**src/hdl/fdss_pkg.sv**
```systemverilog
// ----------------------------------------------------------------------------
// fdss_pkg
// Shared types, constants and functions for the four-digit seven-segment
// scanner: scan phase codes, digit-select codes, divider reciprocals, font.
// ----------------------------------------------------------------------------
package fdss_pkg;

    localparam int unsigned ValueW = 16;
    localparam int unsigned SegW   = 8;
    localparam int unsigned DigitW = 4;
    localparam int unsigned RecipW = 17;
    localparam int unsigned ProdW  = ValueW + RecipW;

    // Scan phases, in display order
    typedef enum logic [2:0] {
        PH_THOUSANDS = 3'd0,
        PH_HUNDREDS  = 3'd1,
        PH_TENS      = 3'd2,
        PH_ONES      = 3'd3,
        PH_COLON     = 3'd4
    } t_phase;

    // Active-low digit selects, bit0 = ones .. bit3 = thousands
    localparam logic [DigitW-1:0] EN_THOUSANDS = 4'b0111;
    localparam logic [DigitW-1:0] EN_HUNDREDS  = 4'b1011;
    localparam logic [DigitW-1:0] EN_TENS      = 4'b1101;
    localparam logic [DigitW-1:0] EN_ONES      = 4'b1110;

    localparam logic [SegW-1:0] SEG_COLON = 8'h80;
    localparam logic [SegW-1:0] SEG_BLANK = 8'h00;

    // Exact floor(v / d) for any 16-bit v as (v * M) >> S
    localparam logic [RecipW-1:0] RECIP_1000 = 17'd67109;  // shift 26
    localparam logic [RecipW-1:0] RECIP_100  = 17'd83887;  // shift 23
    localparam logic [RecipW-1:0] RECIP_10   = 17'd52429;  // shift 19
    localparam logic [RecipW-1:0] RECIP_1    = 17'd1;      // shift 0
    localparam logic [4:0]        SHIFT_1000 = 5'd26;
    localparam logic [4:0]        SHIFT_100  = 5'd23;
    localparam logic [4:0]        SHIFT_10   = 5'd19;
    localparam logic [4:0]        SHIFT_1    = 5'd0;

    // Item handed from the scan control to the digit pipe
    typedef struct packed {
        logic [ValueW-1:0] value;
        t_phase            phase;
    } t_tick;

    // Phase after the given one; unused codes restart the scan
    function automatic t_phase next_phase(input t_phase ph);
        t_phase nxt;
        unique case (ph)
            PH_THOUSANDS: nxt = PH_HUNDREDS;
            PH_HUNDREDS:  nxt = PH_TENS;
            PH_TENS:      nxt = PH_ONES;
            PH_ONES:      nxt = PH_COLON;
            default:      nxt = PH_THOUSANDS;
        endcase
        return nxt;
    endfunction

    // Reciprocal of the digit weight for a phase
    function automatic logic [RecipW-1:0] phase_recip(input t_phase ph);
        logic [RecipW-1:0] m;
        unique case (ph)
            PH_THOUSANDS: m = RECIP_1000;
            PH_HUNDREDS:  m = RECIP_100;
            PH_TENS:      m = RECIP_10;
            PH_ONES:      m = RECIP_1;
            default:      m = '0;
        endcase
        return m;
    endfunction

    function automatic logic [4:0] phase_shift(input t_phase ph);
        logic [4:0] s;
        unique case (ph)
            PH_THOUSANDS: s = SHIFT_1000;
            PH_HUNDREDS:  s = SHIFT_100;
            PH_TENS:      s = SHIFT_10;
            default:      s = SHIFT_1;
        endcase
        return s;
    endfunction

    function automatic logic [DigitW-1:0] phase_enable(input t_phase ph);
        logic [DigitW-1:0] en;
        unique case (ph)
            PH_THOUSANDS: en = EN_THOUSANDS;
            PH_HUNDREDS:  en = EN_HUNDREDS;
            PH_TENS:      en = EN_TENS;
            PH_ONES:      en = EN_ONES;
            default:      en = EN_HUNDREDS;
        endcase
        return en;
    endfunction

    // Seven-segment font, bit0 = a .. bit6 = g
    function automatic logic [SegW-1:0] seg_font(input logic [3:0] digit);
        logic [SegW-1:0] seg;
        unique case (digit)
            4'd0:    seg = 8'h3f;
            4'd1:    seg = 8'h06;
            4'd2:    seg = 8'h5b;
            4'd3:    seg = 8'h4f;
            4'd4:    seg = 8'h66;
            4'd5:    seg = 8'h6d;
            4'd6:    seg = 8'h7d;
            4'd7:    seg = 8'h07;
            4'd8:    seg = 8'h7f;
            4'd9:    seg = 8'h67;
            default: seg = SEG_BLANK;
        endcase
        return seg;
    endfunction

endpackage

```
**src/hdl/fdss_digit_pipe.sv**
```systemverilog
// ----------------------------------------------------------------------------
// fdss_digit_pipe
// Three-register pipe: input register, weight division, digit/font output
// register. Each stage moves when its successor has room.
// ----------------------------------------------------------------------------
module fdss_digit_pipe (
    input  logic                         i_clk,
    input  logic                         i_rst_n,
    input  logic                         i_valid,
    output logic                         o_ready,
    input  fdss_pkg::t_tick              i_tick,
    input  logic                         i_colon_on,
    output logic                         o_valid,
    input  logic                         i_ready,
    output logic [fdss_pkg::SegW-1:0]    o_segments,
    output logic [fdss_pkg::DigitW-1:0]  o_digit_enable_n
);
    import fdss_pkg::*;

    // Stage 0: input register
    logic              r_s0_valid;
    t_tick             r_s0_tick;
    // Stage 1: quotient by digit weight
    logic              r_s1_valid;
    logic [ValueW-1:0] r_s1_quot;
    t_phase            r_s1_phase;
    // Output register
    logic              r_out_valid;
    logic [SegW-1:0]   r_out_seg;
    logic [DigitW-1:0] r_out_en;

    logic              out_ready;
    logic              s1_ready;
    logic              s0_ready;

    logic [ProdW-1:0]  prod_w;
    logic [ValueW-1:0] n_s1_quot;
    logic [ProdW-1:0]  prod_10;
    logic [ValueW-1:0] quot_10;
    logic [ValueW-1:0] rem_full;
    logic [SegW-1:0]   n_out_seg;

    // Per-stage room
    assign out_ready = !r_out_valid || i_ready;
    assign s1_ready  = !r_s1_valid || out_ready;
    assign s0_ready  = !r_s0_valid || s1_ready;
    assign o_ready   = s0_ready;

    // Divide by the phase's digit weight
    assign prod_w    = ProdW'(r_s0_tick.value) * ProdW'(phase_recip(r_s0_tick.phase));
    assign n_s1_quot = ValueW'(prod_w >> phase_shift(r_s0_tick.phase));

    // Low decimal digit of the quotient, then font
    assign prod_10  = ProdW'(r_s1_quot) * ProdW'(RECIP_10);
    assign quot_10  = ValueW'(prod_10 >> SHIFT_10);
    assign rem_full = r_s1_quot - ((quot_10 << 3) + (quot_10 << 1));

    always_comb begin
        if (r_s1_phase == PH_COLON) begin
            n_out_seg = i_colon_on ? SEG_COLON : SEG_BLANK;
        end else begin
            n_out_seg = seg_font(rem_full[3:0]);
        end
    end

    // Valid bits
    always_ff @(posedge i_clk) begin
        if (!i_rst_n) begin
            r_s0_valid  <= 1'b0;
            r_s1_valid  <= 1'b0;
            r_out_valid <= 1'b0;
        end else begin
            if (s0_ready)  r_s0_valid  <= i_valid;
            if (s1_ready)  r_s1_valid  <= r_s0_valid;
            if (out_ready) r_out_valid <= r_s1_valid;
        end
    end

    // Payload
    always_ff @(posedge i_clk) begin
        if (s0_ready && i_valid) begin
            r_s0_tick <= i_tick;
        end
        if (s1_ready && r_s0_valid) begin
            r_s1_quot  <= n_s1_quot;
            r_s1_phase <= r_s0_tick.phase;
        end
        if (out_ready && r_s1_valid) begin
            r_out_seg <= n_out_seg;
            r_out_en  <= phase_enable(r_s1_phase);
        end
    end

    assign o_valid          = r_out_valid;
    assign o_segments       = r_out_seg;
    assign o_digit_enable_n = r_out_en;

endmodule

```
**src/hdl/four_digit_seven_segment_scanner_unit.sv**
```systemverilog
// ----------------------------------------------------------------------------
// four_digit_seven_segment_scanner_unit
// Multiplexed four-digit seven-segment driver, one scan step per item.
// ----------------------------------------------------------------------------
// Usage:
//   Input channel (i_valid / o_ready, i_value): one refresh tick per item,
//   carrying the number to show. Each accepted item advances a five-step
//   scan: thousands, hundreds, tens, ones, then the colon slot on the
//   hundreds position. The first item after reset shows the hundreds digit.
//   Output channel (o_valid / i_ready): one item per input item, giving the
//   segment pattern (bit7 = decimal point) and the active-low digit select.
//   Values of 10000 and up lose their ten-thousands digit.
//   Config: i_colon_on_we writes i_colon_on_wdata; the colon lights in the
//   fifth step when set. Write only while no item is in flight.
//   o_valid comes from the output register; one item is accepted every
//   cycle while the pipe has room. The stages are the input register, a
//   reciprocal multiply for the digit weight, and a multiply by 1/10
//   feeding the font into the output register.
//   Reset (synchronous, active low) empties the pipe, restarts the scan and
//   clears the colon bit. When the receiver stalls, the output item holds
//   and the two earlier stages still fill, so o_ready drops only once all
//   three registers are full.
// ----------------------------------------------------------------------------
module four_digit_seven_segment_scanner_unit (
    input  logic                         i_clk,
    input  logic                         i_rst_n,
    input  logic                         i_valid,
    output logic                         o_ready,
    input  logic [fdss_pkg::ValueW-1:0]  i_value,
    output logic                         o_valid,
    input  logic                         i_ready,
    output logic [fdss_pkg::SegW-1:0]    o_segments,
    output logic [fdss_pkg::DigitW-1:0]  o_digit_enable_n,
    input  logic                         i_colon_on_we,
    input  logic                         i_colon_on_wdata
);
    import fdss_pkg::*;

    t_phase r_phase;
    t_phase n_phase;
    logic   r_colon_on;
    logic   in_accept;
    t_tick  tick;

    assign in_accept = i_valid && o_ready;

    // Scan counter advances before the item is formed
    always_comb begin
        n_phase = r_phase;
        if (in_accept) begin
            n_phase = next_phase(r_phase);
        end
    end

    always_ff @(posedge i_clk) begin
        if (!i_rst_n) begin
            r_phase <= PH_THOUSANDS;
        end else begin
            r_phase <= n_phase;
        end
    end

    // Colon register
    always_ff @(posedge i_clk) begin
        if (!i_rst_n) begin
            r_colon_on <= 1'b0;
        end else if (i_colon_on_we) begin
            r_colon_on <= i_colon_on_wdata;
        end
    end

    assign tick = {i_value, next_phase(r_phase)};

    fdss_digit_pipe u_pipe (
        .i_clk            (i_clk),
        .i_rst_n          (i_rst_n),
        .i_valid          (i_valid),
        .o_ready          (o_ready),
        .i_tick           (tick),
        .i_colon_on       (r_colon_on),
        .o_valid          (o_valid),
        .i_ready          (i_ready),
        .o_segments       (o_segments),
        .o_digit_enable_n (o_digit_enable_n)
    );

    // Exactly one digit selected on every output item
    a_one_digit: assert property (@(posedge i_clk) disable iff (!i_rst_n)
        o_valid |-> $countones(~o_digit_enable_n) == 1)
        else $error("digit select not one-cold");

    // Decimal point only appears in the colon slot
    a_colon_slot: assert property (@(posedge i_clk) disable iff (!i_rst_n)
        (o_valid && o_segments[7]) |-> (o_segments == SEG_COLON
            && o_digit_enable_n == EN_HUNDREDS))
        else $error("decimal point outside colon slot");

    // Input backpressure only when the output is stalled
    a_backpressure: assert property (@(posedge i_clk) disable iff (!i_rst_n)
        !o_ready |-> (o_valid && !i_ready))
        else $error("input stalled without output stall");

endmodule
```
**config.mk**
```make
export PLATFORM = sky130hd
export DESIGN_NAME = four_digit_seven_segment_scanner_unit
export DESIGN_NICKNAME = d
export VERILOG_FILES = /design/src/hdl/fdss_pkg.sv /design/src/hdl/fdss_digit_pipe.sv /design/src/hdl/four_digit_seven_segment_scanner_unit.sv
export SDC_FILE = /design/constraint.sdc
export NUM_CORES = 1
export LEC_CHECK = 0
export BUFFER_PORTS_ARGS = -buffer_cell sky130_fd_sc_hd__buf_2
export CELL_PAD_IN_SITES_DETAIL_PLACEMENT = 1
export CELL_PAD_IN_SITES_GLOBAL_PLACEMENT = 1
export CORE_ASPECT_RATIO = 0.5
export CORE_MARGIN = 3
export CORE_UTILIZATION = 56
export DETAILED_ROUTE_END_ITERATION = 10
export HOLD_SLACK_MARGIN = 0.03
export PLACE_DENSITY_LB_ADDON = 0.1
export SYNTH_ARGS = -nofsm -noshare
export SYNTH_HDL_FRONTEND = slang
export SYNTH_SLANG_ARGS = --single-unit
```
**constraint.sdc**
```tcl
create_clock -name i_clk -period 20.4 [get_ports i_clk]
set_input_delay 1.02 -clock i_clk [delete_from_list [all_inputs] [get_ports i_clk]]
set_output_delay 1.02 -clock i_clk [all_outputs]
set_load 0.005 [all_outputs]
```
# Word level (Yosys, flattened, before mapping)
# Memories as Yosys holds them, arrays and structs flattened.
# Cells that the tools add are included.
dict set report word_totals {
  romBits 112
  in_bits 22
  n_memories 1
  wordCells 44
  register_bits 57
}
dict set report op_classes {
  n_eq_ne 9
  n_shift 1
  addsub 2
  muxes 6
  mul 2
  n_reduce_logical 12
}
# memory depth word_bits rd rd_ports_with_merged_regs wr line_no
set mem_list {}
lappend mem_list {{(name not given)} 16 7 1 0 0 fdss_pkg.sv:100} ;# unique case (digit)
# cell count
set op_table {}
lappend op_table {{one-hot mux 17 bit (4 select lines)} 1}
lappend op_table {{multiplier 16 x 17 -> 33 bit} 1}
lappend op_table {{right shift 33 x 5 -> 16 bit} 1}
lappend op_table {{multiplier 16 x 16 -> 22 bit, second input constant} 1}
lappend op_table {{== test 3 x 2 -> 1 bit, second input constant} 6}
lappend op_table {{two-way mux 8 bit} 2}
lappend op_table {{one-hot mux 5 bit (3 select lines)} 1}
lappend op_table {{one-hot mux 3 bit (4 select lines)} 1}
lappend op_table {{one-hot mux 4 bit (3 select lines)} 1}
lappend op_table {{logical NOT 3 bit} 3}
lappend op_table {{== test 3 x 1 -> 1 bit, second input constant} 2}
lappend op_table {{adder 4 bit} 1}
lappend op_table {{subtractor 4 bit} 1}
lappend op_table {{== test 3 bit, second input constant} 1}
lappend op_table {{logical AND 1 bit} 3}
lappend op_table {{logical NOT 1 bit} 3}
lappend op_table {{logical OR 1 bit} 3}

# Logic depth before layout (Yosys ltp)
# Gate-level depths: netlist of the first run.
dict set report depth {
  depth_word 5
  ltp_mapped 28
}

# By module
# Synthesis of the first run repeated with hierarchy kept, for this count alone.
dict set report hier_totals {
  cells_unflattened 1366
  hier_area_um2 13108.8
}
# mod seq_area_each_um2 area_each_um2 cells_each instances
set by_module_without_submodules {}
lappend by_module_without_submodules {fdss_digit_pipe 1561.5 12919.9 1345 1}
lappend by_module_without_submodules {four_digit_seven_segment_scanner_unit 80.1 188.9 21 1}

# Least setup slack after synthesis of the first run
# Ideal clock, no wire load.
dict set report synth_timing {
  path_kind {register to register}
  start {register u_pipe.r_s0_tick[0] (netlist bit)}
  end {register u_pipe.r_s1_quot[6] (data pin)}
  path_stages_with_launch 26
  setup_slack_ns 13.687
  setup_time_ns 0.275
  arrival_time_ns 6.438
  path_cell_list {edfxtp_1 -> and2_1 -> or2_2 -> clkbuf_1 -> clkbuf_1 -> nor2_1 -> inv_1 -> fa_1 -> fa_1 -> inv_1 -> fa_1 -> inv_1 -> fa_1 -> fa_1 -> fa_1 -> inv_1 -> ha_1 -> nand4_1 -> nor2_2 -> a31oi_2 -> a2111oi_4 -> o22ai_2 -> o21ai_2 -> mux2i_1 -> nor2_1 -> o221ai_1}
}
dict set report synth_between {
  elab_chain_len 4
  elab_cells_between_ends 8
  classes_between {1 x mul; 3 x eq/ne; 1 x shift; 2 x mux; 1 x reduce/logical}
}
# item line_no
set synth_lines {}
lappend synth_lines {{start: declaration} fdss_digit_pipe.sv:22} ;# t_tick r_s0_tick;
lappend synth_lines {{start signal: assignment} fdss_digit_pipe.sv:82} ;# r_s0_tick <= i_tick;
lappend synth_lines {{== test 3 x 2 -> 1 bit, or another cell as far along} fdss_pkg.sv:64} ;# unique case (ph)
lappend synth_lines {{one-hot mux 17 bit (4 select lines)} fdss_pkg.sv:64}
lappend synth_lines {{multiplier 16 x 17 -> 33 bit} fdss_digit_pipe.sv:50} ;# assign prod_w = ProdW'(r_s0_tick.value) * ProdW'(phase_recip(r_s0_tick.phase));
lappend synth_lines {{right shift 33 x 5 -> 16 bit (*)} fdss_digit_pipe.sv:51} ;# assign n_s1_quot = ValueW'(prod_w >> phase_shift(r_s0_tick.phase));
lappend synth_lines {{net u_pipe.n_s1_quot[6]} fdss_digit_pipe.sv:37} ;# logic [ValueW-1:0] n_s1_quot;
lappend synth_lines {{end signal: assignment} fdss_digit_pipe.sv:85} ;# r_s1_quot <= n_s1_quot;
lappend synth_lines {{end: declaration} fdss_digit_pipe.sv:25} ;# logic [ValueW-1:0] r_s1_quot;
# Mark *: on every way through the listed nets, which the timed path passes. The rest lies on a longest branch.
# A chain may end at the register's enable or synchronous reset.

# Final worst setup path of the first run
dict set report layout_timing {
  start {register u_pipe.r_s0_tick[2] (netlist bit)}
  end {register u_pipe.r_s1_quot[8] (data pin)}
}
# Same word-level chain as after synthesis.

==> results of run 1 <==
[final cells by class]
cell class / count / share of cell area (%)
sequential: 57 / 11.6
clock inverter: 7 / 0.726
clock buffer: 9 / 1.59
timing repair buffer: 42 / 1.61
tap: 307 / 2.72
multi-input combinational: 899 / 70.7
inverter: 416 / 11.0
[per-layer routing]
| metal | part of all wire [%] | vias to the layer above | global-route usage [%] | routed length [um] |
|---|---|---|---|---|
| met5 | 0 | - | 0 | 0 |
| met2 | 47 | 302 | 56.6 | 18900 |
| li1 | - | 4383 | - | - |
| met4 | 2.1 | 0 | 8.64 | 852 |
| met1 | 43 | 4978 | 42.6 | 17300 |
| met3 | 7.1 | 61 | 8.39 | 2820 |
[metrics by stage]
stage	worst slack, ps	instances
6_report	12190	1737
5_1_grt	11800	1737
3_3_place_gp	12570	1721
3_5_place_dp	12370	1721
4_1_cts	12290	1737
2_1_floorplan	13690	1387
[cells in the final DEF (no fill, tap or decap), drive strengths merged, types with 18 or more instances in the layout]
| master | instances |
|---|---|
| a21oi | 40 |
| nand2 | 94 |
| o21ai | 33 |
| buf | 42 |
| edfxtp | 50 |
| inv | 416 |
| nand3 | 18 |
| nor2 | 71 |
| xnor2 | 34 |
| fa | 224 |
| ha | 234 |
[cells in the mapped netlist (all sizes together), types with 2 or more instances]
| library cell | number | share of area [%] |
|---|---|---|
| o2bb2ai | 2 | 0.13 |
| buf | 3 | 0.094 |
| a21oi | 40 | 1.5 |
| nor4 | 2 | 0.14 |
| a31o | 3 | 0.20 |
| o22ai | 3 | 0.19 |
| nor3 | 8 | 0.30 |
| nor3b | 2 | 0.15 |
| dfxtp | 7 | 1.1 |
| ha | 234 | 22 |
| fa | 224 | 34 |
| nor2 | 71 | 2.0 |
| a211oi | 6 | 0.34 |
| xnor2 | 34 | 2.3 |
| mux2i | 12 | 0.91 |
| nand3 | 18 | 0.68 |
| a31oi | 7 | 0.38 |
| or3 | 2 | 0.094 |
| edfxtp | 50 | 11 |
| nand2b | 5 | 0.24 |
| nand2 | 94 | 2.7 |
| a211o | 3 | 0.20 |
| and3 | 13 | 0.63 |
| o211ai | 4 | 0.26 |
| clkbuf | 12 | 0.34 |
| inv | 415 | 12 |
| a21o | 7 | 0.40 |
| xor2 | 9 | 0.59 |
| nor2b | 13 | 0.61 |
| o41ai | 2 | 0.19 |
| nand4 | 5 | 0.28 |
| a22oi | 4 | 0.23 |
| a21boi | 5 | 0.28 |
| o21ai | 33 | 1.3 |
| or2 | 3 | 0.14 |
| and2 | 8 | 0.38 |
| o21a | 7 | 0.40 |
[worst max path at each step]
stage / cells past startpoint / slack, ps / startpoint / endpoint
2_1_floorplan: 25 / 13690 / u_pipe.r_s0_tick[0] / u_pipe.r_s1_quot[6]
3_3_place_gp: 24 / 12570 / u_pipe.r_s0_tick[2] / u_pipe.r_s1_quot[4]
3_5_place_dp: 24 / 12370 / u_pipe.r_s0_tick[2] / u_pipe.r_s1_quot[8]
4_1_cts: 24 / 12290 / u_pipe.r_s0_tick[2] / u_pipe.r_s1_quot[8]
5_1_grt: 25 / 11800 / u_pipe.r_s0_tick[2] / u_pipe.r_s1_quot[8]
6_report: 24 / 12190 / u_pipe.r_s0_tick[2] / u_pipe.r_s1_quot[8]
[critical path: cells and delay by family, from the launching register on]
| kind | cells | cell delay (ps) |
|---|---|---|
| adder cells (fa/ha/maj) | 7 | 3380 |
| AO/OA/AOI/OAI | 6 | 1530 |
| buffers and inverters | 6 | 1380 |
| flip-flops | 1 | 840 |
| AND/OR/NAND/NOR | 5 | 780 |
[kinds of logic (layout without fill, tap and decap cells)]
group / Yosys count / after routing
fa+ha+maj: 458 / 458
compound gates: 140 / 140
buf+inv: 431 / 474
flops: 57 / 57
simple gates: 246 / 246
xor+xnor: 43 / 43
mux: 12 / 12
[state kept, by name, indices dropped and copies added, names as in the netlist]
register / count
u_pipe.r_s1_phase: 3
u_pipe.r_s0_tick: 19
u_pipe.r_s1_valid: 1
u_pipe.o_segments: 8
r_colon_on: 1
u_pipe.o_digit_enable_n: 4
u_pipe.r_s1_quot: 16
u_pipe.o_valid: 1
r_phase: 3
u_pipe.r_s0_valid: 1
==> flow_summary.json, run 1 <==
{
  "core_area_mm2": 0.0230,
  "grtUsageTotal_pct": 33.0,
  "min_to": "r_phase[1]",
  "drv_slew": 0,
  "cts_tree": "built",
  "holdWs_ps": 520,
  "status": "finished, final reports clean",
  "ys.flop_type": "edfxtp_1",
  "gp_congestion": 0.980,
  "synth_top_family_by_area": "adder cells",
  "drtIter0Drc": 635,
  "antenna_found_initial": 1,
  "cts_num_sinks": 57,
  "period_share_pct": 40.2,
  "cp.required_ps": 20510,
  "min_path_cells": 2,
  "crit_fanout": 23,
  "vias_per_cell": 5.60,
  "die-width_um": 224,
  "hpwl_um": 34100,
  "synthMuxAreaShare_pct": 0.906,
  "die_area_mm2": 0.0257,
  "grt_pass1_wl_um": 63000,
  "vias": 9724,
  "tns_ps": 0,
  "crit_chain": "clkinv_1 -> o21ai_0 -> buf_4 -> nor2_1 -> inv_1 -> fa_1 -> fa_1 -> fa_1 -> inv_1 -> fa_1 -> inv_1 -> fa_1 -> fa_1 -> inv_1 -> ha_1 -> nand4_1 -> nor2_2 -> nand4_1 -> a31o_2 -> a21oi_1 -> o21a_1 -> o311a_1 -> nor3_1 -> a221o_1",
  "synth.yosys.warnings": 0,
  "insertion_delay_ps": 370,
  "maxCapViolations": 0,
  "crit_path_max_incr_delay_ps": 840,
  "path_common_cell": "fa_1",
  "n_fill_cell": 2625,
  "synth-seq-cells": 57,
  "post_cts_resized": 0,
  "clk_pin_slew_ps": 60,
  "portBuffers": 35,
  "tightestPinTransition_ps": 1290,
  "rsz0062_at_grt": "no",
  "seq_area_mm2": 0.00164,
  "drt_first_pass_iters": 5,
  "min_from": "r_phase[1]",
  "nets": 1905,
  "drive_above_1_share_pct": 5.38,
  "synthSimpleGateAreaFrac_pct": 8.47,
  "cts_inserted_buffers": 9,
  "synth-seq-area-share_pct": 12.4,
  "synth-compound-area-share_pct": 7.19,
  "critPathKind": "reg -> reg",
  "multiInputGateArea_mm2": 0.0100,
  "synth-edff-count": 50,
  "r2r_cells": 24,
  "antennaDiodeCount": 0,
  "r2r_slack_ps": 12190,
  "row_count": 39,
  "drtAntennaViolNets": 0,
  "syn_to_final_growth_pct": 6.68,
  "final_area_mm2": 0.0141,
  "cts_buffer_depth": 2,
  "cp_slowest_cell": "edfxtp_1",
  "post_cts_buffers": 0,
  "synthAdderAreaFrac_pct": 55.9,
  "ctsHoldBuffers": 0,
  "grt_pass1_vias": 11300,
  "synthXorXnorAreaFrac_pct": 2.90,
  "maxSlewHeadroom_pct": 13.8,
  "cp-end-kind": "register",
  "grt-ovfl-total": 0,
  "fin_util_pct": 61.4,
  "clock-skew-final_ps": 12.3,
  "ys_types": 68,
  "syn-num-nets": 1867,
  "setup_viol": 0,
  "worstHoldPathType": "reg -> reg",
  "syn-mean-instance-area_um2": 9.55,
  "r2r_start": "u_pipe.r_s0_tick[2]",
  "wire_per_inst_um": 23.0,
  "synth_cells": 1387,
  "period_minus_slack_ps": 8210,
  "hold_viol": 0,
  "io_pins": 36,
  "netlist_area_mm2": 0.0133,
  "drc": 0,
  "start_util_pct": 57.5,
  "rr_endpoint": "u_pipe.r_s1_quot[8]",
  "cts_root_buf": "clkbuf_16",
  "fmax_mhz": 122,
  "postRouteWirelength_um": 39900,
  "cts_htree_levels": 3,
  "grt_max_degree": 33,
  "async_flop_share_pct": 0,
  "placed_cell_area_mm2": 0.0138,
  "start_kind": "register",
  "die-height_um": 115,
  "crit_arrival_ps": 8320
}
Power of run 1 is left out: the tool's default activity adds up to more than one toggle a clock period on the data nets, which glitch-free logic cannot reach.
==> run 2, diff against run 1 <==
--- a/config.mk
+++ b/config.mk
@@ -10,7 +10,7 @@
 export CELL_PAD_IN_SITES_GLOBAL_PLACEMENT = 1
 export CORE_ASPECT_RATIO = 0.5
 export CORE_MARGIN = 3
-export CORE_UTILIZATION = 56
+export CORE_UTILIZATION = 52
 export DETAILED_ROUTE_END_ITERATION = 10
 export HOLD_SLACK_MARGIN = 0.03
 export PLACE_DENSITY_LB_ADDON = 0.1
==> constraint.sdc (replaced) <==
create_clock -name i_clk -period 7.6 [get_ports i_clk]
set_input_delay 0.38 -clock i_clk [delete_from_list [all_inputs] [get_ports i_clk]]
set_output_delay 0.38 -clock i_clk [all_outputs]
set_load 0.005 [all_outputs]
==> flow_summary.json, run 2 (synthesis gave the netlist of run 1 again) <==
{
  "status": "finished, final reports clean",
  "drv_slew": 0,
  "portBuffers": 35,
  "crit_path_max_incr_delay_ps": 550,
  "cts_tree": "built",
  "grt_max_degree": 22,
  "drtIter0Drc": 684,
  "placed_cell_area_mm2": 0.0140,
  "n_fill_cell": 2825,
  "path_common_cell": "fa_1",
  "fin_cells": 1787,
  "ctsHoldBuffers": 0,
  "insertion_delay_ps": 380,
  "grt_pass1_vias": 11000,
  "antenna_found_initial": 0,
  "crit_fanout": 6,
  "clk_pin_slew_ps": 70,
  "die_area_mm2": 0.0276,
  "cts_htree_levels": 3,
  "drc": 0,
  "maxCapViolations": 0,
  "grt_pass1_wl_um": 62700,
  "cts_inserted_buffers": 9,
  "worstHoldPathType": "in -> reg",
  "cts_buffer_depth": 2,
  "fmax_mhz": 138,
  "period_minus_slack_ps": 7230,
  "grtUsageTotal_pct": 30.5,
  "largest-register": "u_pipe.r_s0_tick",
  "start_util_pct": 54.0,
  "final_common_cell": "inv_1",
  "core_area_mm2": 0.0245,
  "drive_above_1_share_pct": 6.96,
  "final_cell_mix": "415 x inv_1, 234 x ha_1, 224 x fa_1, 94 x nand2_1, 68 x nor2_1",
  "start_kind": "register",
  "row_count": 40,
  "crit_arrival_ps": 7330,
  "critPathKind": "reg -> reg",
  "period_share_pct": 95.2,
  "cts_root_buf": "clkbuf_16",
  "tns_ps": 0,
  "gp_congestion": 0.977,
  "die-width_um": 232,
  "grt-ovfl-total": 0,
  "cts_num_sinks": 57,
  "final_area_mm2": 0.0143,
  "clock-skew-final_ps": 17.6,
  "maxSlewHeadroom_pct": 26.1,
  "io_pins": 36,
  "cp.required_ps": 7700,
  "setup_viol": 0,
  "largest_reg_flops": 19,
  "dp_cells": 1770,
  "vias_per_cell": 5.46,
  "tightestPinTransition_ps": 1110,
  "die-height_um": 119,
  "worst_slack_ps": 366,
  "postRouteWirelength_um": 39800,
  "nets": 1926,
  "drt_first_pass_iters": 5,
  "hold_viol": 0,
  "syn_to_final_growth_pct": 8.25,
  "cp_slowest_cell": "edfxtp_1",
  "drtAntennaViolNets": 0,
  "hpwl_um": 35100,
  "wire_per_inst_um": 22.3,
  "r2r_slack_ps": 370,
  "vias": 9753,
  "antennaDiodeCount": 0,
  "path_buf_inv": 6,
  "critPathTopFamily": "adder cells",
  "cp-end-kind": "register",
  "dp_slack_ps": 26.2
}
-- run 2: what timing repair did --
item,4_1_cts,5_1_grt
buffers inserted,0,1
gates resized for setup,0,4
setup endpoints to repair,0,13
-- run 2: path summary, 6_finish.rpt --
| path | end | startpoint | cells past startpoint |
|---|---|---|---|
| worst max-delay path | u_pipe.r_s1_quot[3] | u_pipe.r_s0_tick[1] | 25 |
| worst min register to register | u_pipe.r_s1_phase[2] | u_pipe.r_s0_tick[2] | 0 |
| worst max register to register | u_pipe.r_s1_quot[3] | u_pipe.r_s0_tick[1] | 25 |
| worst min-delay path | u_pipe.r_s0_tick[17] | i_value[14] | 1 |
-- run 2: layer usage --
metal	vias to the layer above	part of all wire (%)	global-route usage (%)
li1	4429	-	-
met1	4999	45	41.3
met2	268	47	51.2
met3	57	6.2	6.02
met4	0	2.0	6.34
met5	-	0	0
-- run 2: worst register-to-register path, stage by stage (launching register included) --
cell	delay (ps)
edfxtp_1	550
buf_4	220
inv_1	70
nand2_1	70
a21oi_1	240
buf_4	210
nand2_1	110
inv_1	120
fa_1	490
fa_1	550
fa_1	450
fa_1	550
inv_1	50
fa_1	450
fa_1	490
inv_1	40
ha_1	360
a211oi_1	320
nor2_1	130
o311ai_4	350
a31oi_1	210
a211oi_1	320
xnor2_1	210
mux2i_1	180
nand2_1	80
o2bb2ai_1	140
-- run 2: final cells by class --
type                    instances  area (um^2)  area share, %
clock inverters                 7          103          0.715
clock buffers                   9          225           1.57
multi-input cells             899        10000           69.8
inverters                     416         1560           10.9
flip-flops and latches         57         1640           11.4
well taps                     336          420           2.93
repair buffers                 63          385           2.69
-- run 2: through the flow --
step | hold WS [ps] | utilization, %
finish | 175 | 58.5
global route | 172 | 58.5
CTS | 162 | 58.4
detailed placement | 500 | 57.1
global placement | 486 | 57.1
floorplan | 470 | -
Power of run 2 is left out for the same reason.
